## config.mk

```make
export PLATFORM = sky130hd
export DESIGN_NAME = cwda_mul
export DESIGN_NICKNAME = d
export VERILOG_FILES = /design/src/hdl/cwda_pkg.sv /design/src/hdl/cwda_mul.sv
export SDC_FILE = /design/constraint.sdc
export NUM_CORES = 2
export LEC_CHECK = 0
export BUFFER_PORTS_ARGS = -buffer_cell sky130_fd_sc_hd__buf_4
export CAP_MARGIN = 30
export CORE_MARGIN = 10
export CORE_UTILIZATION = 55
export CTS_BUF_LIST = sky130_fd_sc_hd__clkbuf_8
export DETAILED_ROUTE_END_ITERATION = 8
export PLACE_DENSITY = 0.72
export SKIP_LAST_GASP = 1
export SLEW_MARGIN = 20
export SYNTH_ARGS = -nofsm -noshare
export SYNTH_HDL_FRONTEND = slang
export SYNTH_SLANG_ARGS = --single-unit
export TNS_END_PERCENT = 50
```

## constraint.sdc

```tcl
create_clock -name clk_i -period 9.8 [get_ports clk_i]
set_input_delay 1.96 -clock clk_i [delete_from_list [all_inputs] [get_ports clk_i]]
set_output_delay 1.96 -clock clk_i [all_outputs]
set_load 0.1 [all_outputs]
```

## src/hdl/cwda_pkg.sv

```systemverilog
// Shared constants, input kind codes and memory port structs for the CSR diagonal block.
package cwda_pkg;

  localparam int MAX_NODES = 1024;
  localparam int MAX_EDGES = 8192;

  localparam int KIND_W = 3;
  localparam int IDX_W  = 14;
  localparam int WGT_W  = 32;
  localparam int ROW_W  = 10;
  localparam int ACC_W  = 48;

  localparam int NODE_AW = $clog2(MAX_NODES);
  localparam int RP_AW   = $clog2(MAX_NODES + 1);
  localparam int EDGE_AW = $clog2(MAX_EDGES);
  localparam int WR_AW   = (EDGE_AW > RP_AW) ? EDGE_AW : RP_AW;

  localparam int MUL_A_W = WGT_W;
  localparam int MUL_B_W = ACC_W / 2;
  localparam int MUL_P_W = MUL_A_W + MUL_B_W;

  localparam logic [IDX_W-1:0] IDX_MAX_NODES = IDX_W'(MAX_NODES);
  localparam logic [IDX_W-1:0] IDX_MAX_EDGES = IDX_W'(MAX_EDGES);

  localparam logic [KIND_W-1:0] KIND_A_ROWPTR = 3'd0;
  localparam logic [KIND_W-1:0] KIND_A_COLUMN = 3'd1;
  localparam logic [KIND_W-1:0] KIND_A_WEIGHT = 3'd2;
  localparam logic [KIND_W-1:0] KIND_B_ROWPTR = 3'd3;
  localparam logic [KIND_W-1:0] KIND_B_COLUMN = 3'd4;
  localparam logic [KIND_W-1:0] KIND_B_WEIGHT = 3'd5;
  localparam logic [KIND_W-1:0] KIND_COMPUTE  = 3'd6;

  typedef struct packed {
    logic                    rp_we;
    logic                    col_we;
    logic                    w_we;
    logic [WR_AW-1:0]        addr;
    logic [IDX_W-1:0]        value;
    logic signed [WGT_W-1:0] weight;
  } gr_wr_t;

  typedef struct packed {
    logic               rp_re;
    logic               col_re;
    logic               w_re;
    logic [RP_AW-1:0]   rp_addr;
    logic [EDGE_AW-1:0] col_addr;
    logic [NODE_AW-1:0] w_addr;
  } gr_rd_t;

endpackage

```

## src/hdl/cwda_mul.sv

```systemverilog
// Shared unsigned multiplier with a registered product, used for both halves of the sum.
module cwda_mul (
  input  logic                          clk_i,
  input  logic [cwda_pkg::MUL_A_W-1:0]  a_i,
  input  logic [cwda_pkg::MUL_B_W-1:0]  b_i,
  output logic [cwda_pkg::MUL_P_W-1:0]  p_o
);
  import cwda_pkg::*;

  always_ff @(posedge clk_i) begin
    p_o <= MUL_P_W'(a_i) * MUL_P_W'(b_i);
  end

endmodule

```

After elaboration in Yosys (flattened, before gate mapping). Cells that the tools add are included.

Output and inout port bits: 56. Bits in registers: 56. Word-level logic and storage cells: 2. Bits of input ports: 57.

$mul: 1.

Operator list (number): multiplier 32 x 24 -> 56 bit (1).

Depth between registers and ports, before layout.
Depth in word-level cells: 1. Mapped depth: 25. Depth with buffers taken out: 23.

Worst setup path before layout. No wires, ideal clock.

Kind: input port to flip-flop. Start point: input port b_i[3] in the netlist's numbering. End point: register p_o[37] in the netlist's numbering. Library setup time: 0.091 ns. Setup slack: 1.903 ns. Stages on the path: 23. Required time: 9.709 ns. Path buffers: 2. Arrival: 7.806 ns. Cell sequence: clkbuf_1 > nand2_1 > fa_1 > inv_1 > fa_1 > inv_1 > fa_1 > fa_1 > inv_1 > fa_1 > fa_1 > inv_1 > fa_1 > inv_1 > ha_1 > buf_6 > a21o_1 > o21bai_1 > a221o_1 > a21o_1 > and3_1 > a311o_1 > a311oi_1.

Cells in the longest elaborated chain, start to end: 1.

Ends and longest elaborated chain: start, declared (line cwda_mul.sv:5) `input logic [cwda_pkg::MUL_B_W-1:0] b_i,`; multiplier 32 x 24 -> 56 bit (line cwda_mul.sv:11) `p_o <= MUL_P_W'(a_i) * MUL_P_W'(b_i);`; end signal, assigned (line cwda_mul.sv:11); end, declared (line cwda_mul.sv:6) `output logic [cwda_pkg::MUL_P_W-1:0] p_o`.

No other way between the ends.

Final worst setup path.
Start point: input port b_i[3] in the netlist's numbering. End point: register p_o[49] in the netlist's numbering.

Same word-level chain as after synthesis.

==> summary.md <==
| Metric | Value |
|---|---|
| Synth area leaders | `fa_1 (50%), inv_1 (10%), and2_1 (9.4%), ha_1 (8.7%), nand2_1 (6.1%)` |
| Setup Buffers After CTS | `0` |
| Estimated wirelength of the detail-placed design | `55500 µm` |
| EDFF count, synth | `0` |
| Die Y | `238 µm` |
| Initial antenna violation count | `2` |
| Initial drt markers | `1097` |
| Vias in the first global route | `22000` |
| TritonCTS Buffers | `5` |
| Fmax | `0.120 GHz` |
| Number of clock sinks | `56` |
| Site Rows | `79` |
| Largest area contributor in the netlist | `fa_1` |
| Routed wire per std cell | `20.3 µm` |
| TritonCTS clock tree | `built` |
| RSZ-0062 raised after global routing | `false` |
| Crit. End Element | `flip-flop` |
| Status | `completed` |
| H-Tree Depth | `2` |
| Ports | `113` |
| Clock root buffer | `clkbuf_8` |
| Port Buffers | `112` |
| Synth Instances | `2935` |
| WP data arrival | `8550 ps` |
| Post-route antenna net violation count | `0` |
| CP required | `10040 ps` |
| Most frequent cells in the layout | `inv_1 (727), fa_1 (658), nand2_1 (424)` |
| Initial Utilization | `55.9%` |
| Sequential fraction of the synthesis area | `4.28%` |
| Async S/R FF share, synth | `0%` |
| Die W | `238 µm` |
| Max-Cap Viols | `0` |
| Min-Delay Path Class | `input port to flip-flop` |
| Largest net degree at the start of global routing | `33` |
| Post-Route WL | `71200 µm` |
| Biggest regs | `p_o: 56 flops` |
| Synth cell types | `66` |
| Fin crit share | `84.8%` |
| Core area | `46900 µm²` |
| First-pass GRT wire length | `116000 µm` |
| Number of gates resized after cts | `0` |
| Detailed-route DRC error count | `0` |
| Post-layout nets | `3795` |
| Most used DFF post-synth | `dfxtp_1` |
| Layout cell share with drive strength beyond 1 | `4.83%` |
| Synth Cell Area | `26200 µm²` |
| Worst-path maximum fanout | `32` |
| Endpoints failing setup | `0` |
| Clock Pin Slew Worst Setup and Hold Paths | `110 ps` |
| Syn_area_per_cell | `8.93 µm²` |
| Max Slew Vio Count | `0` |
| Non-filler cells, final | `3506` |
| Via count | `19500` |
| Placed cell count | `3498` |
| Actual slew at the worst max-slew pin | `573 ps` |
| Clock buffer depth | `2` |
| Slew margin rel. | `61.6%` |
| Setup CP Type | `input port to flip-flop` |
| Most common cell after layout, fill and taps aside | `inv_1` |
| Register bit total from synthesis | `56` |
| Die Area | `56800 µm²` |
| Clock period minus worst slack | `8310 ps` |
| Synth Net Count | `3832` |
| Area delta synth->final | `4.30%` |
| Biggest register | `p_o` |
| DR pass1 iterations | `5` |
| GRT Total Usage | `25.9%` |
| Ys Warns | `0` |
| Routability cong. | `0.962` |
| Avg Vias per Cell | `5.57` |
| Critical Path Source Type | `input port` |
| Final hold vios | `0` |
| Largest register FFs | `56` |
| Overflow after GRT | `0` |
| Synth top area share | `50.3%` |
| CTS Hold Bufs | `0` |
| Setup TNS | `0 ps` |
==> final timing paths <==
check                 startpoint               to  slack, ps  cells after the start
worst max-delay path      b_i[3]  p_o[49]$_DFF_P_       1490                     23
worst min-delay path      a_i[0]   p_o[0]$_DFF_P_       2080                      2
==> through the flow <==
| stage | instance area (µm²) | hold WS [ps] | utilization [%] | setup slack, ps |
|---|---|---|---|---|
| finish | 27300 | 2080 | 58.3 | 1490 |
| global route | 27300 | 2080 | 58.3 | 1170 |
| CTS | 27300 | 2070 | 58.3 | 1510 |
| detailed placement | 27200 | 2430 | 58.1 | 1130 |
| global placement | 27200 | 2430 | 58.1 | 1240 |
| floorplan | 26200 | 2090 | - | 1900 |
==> area by class of cell <==
class | instances | area [µm²]
sequential | 56 | 1120
clock inverter | 2 | 60.1
multi-input combinational | 1996 | 21800
tap | 607 | 759
fill | 4220 | 19500
timing repair buffer | 112 | 841
antenna | 1 | 2.50
clock buffer | 5 | 68.8
inverter | 727 | 2730
==> synth_stat cells (8+ instances only) <==
library cell	count
ha_1	182
fa_1	658
a211oi_1	10
nand2_1	424
a21oi_1	61
xnor2_1	31
nand4_1	12
o21ai_0	29
and2_1	392
a21o_1	19
inv_1	727
and3_1	10
nor2_1	32
xor2_1	16
o211ai_1	8
o21bai_1	12
nand3_1	20
clkbuf_1	147
dfxtp_1	56
==> cells by family after synthesis <==
family	Yosys count	share of synthesized area, %
and+or+nand+nor	915	17.5
buffers and inverters	883	12.7
adders and majority gates	840	59.0
AOI/OAI and AO/OA	194	5.01
DFF	56	4.28
xor gates and xnor gates	47	1.57
==> per-layer routing <==
layer	vias to the layer above	routed length (µm)	global-route usage (%)
li1	8393	-	-
met1	10200	26100	30.2
met2	703	37200	46.6
met3	208	3930	2.96
met4	2	3940	12.5
met5	-	9	0
==> worst max-delay path: stages <==
cell,delay [ps]
buf_4,370
nand2_1,160
fa_1,550
inv_1,50
fa_1,480
inv_1,60
fa_1,550
fa_1,440
fa_1,540
inv_1,50
fa_1,480
inv_1,50
fa_1,490
inv_1,50
ha_1,360
and3_1,230
and3_1,200
a22oi_1,150
nand2_1,140
o31ai_2,540
a21o_1,210
nand2_1,70
o311a_1,310
Power is not shown: default switching activity piles up to over one toggle a cycle in this logic, so the estimate is an artifact.
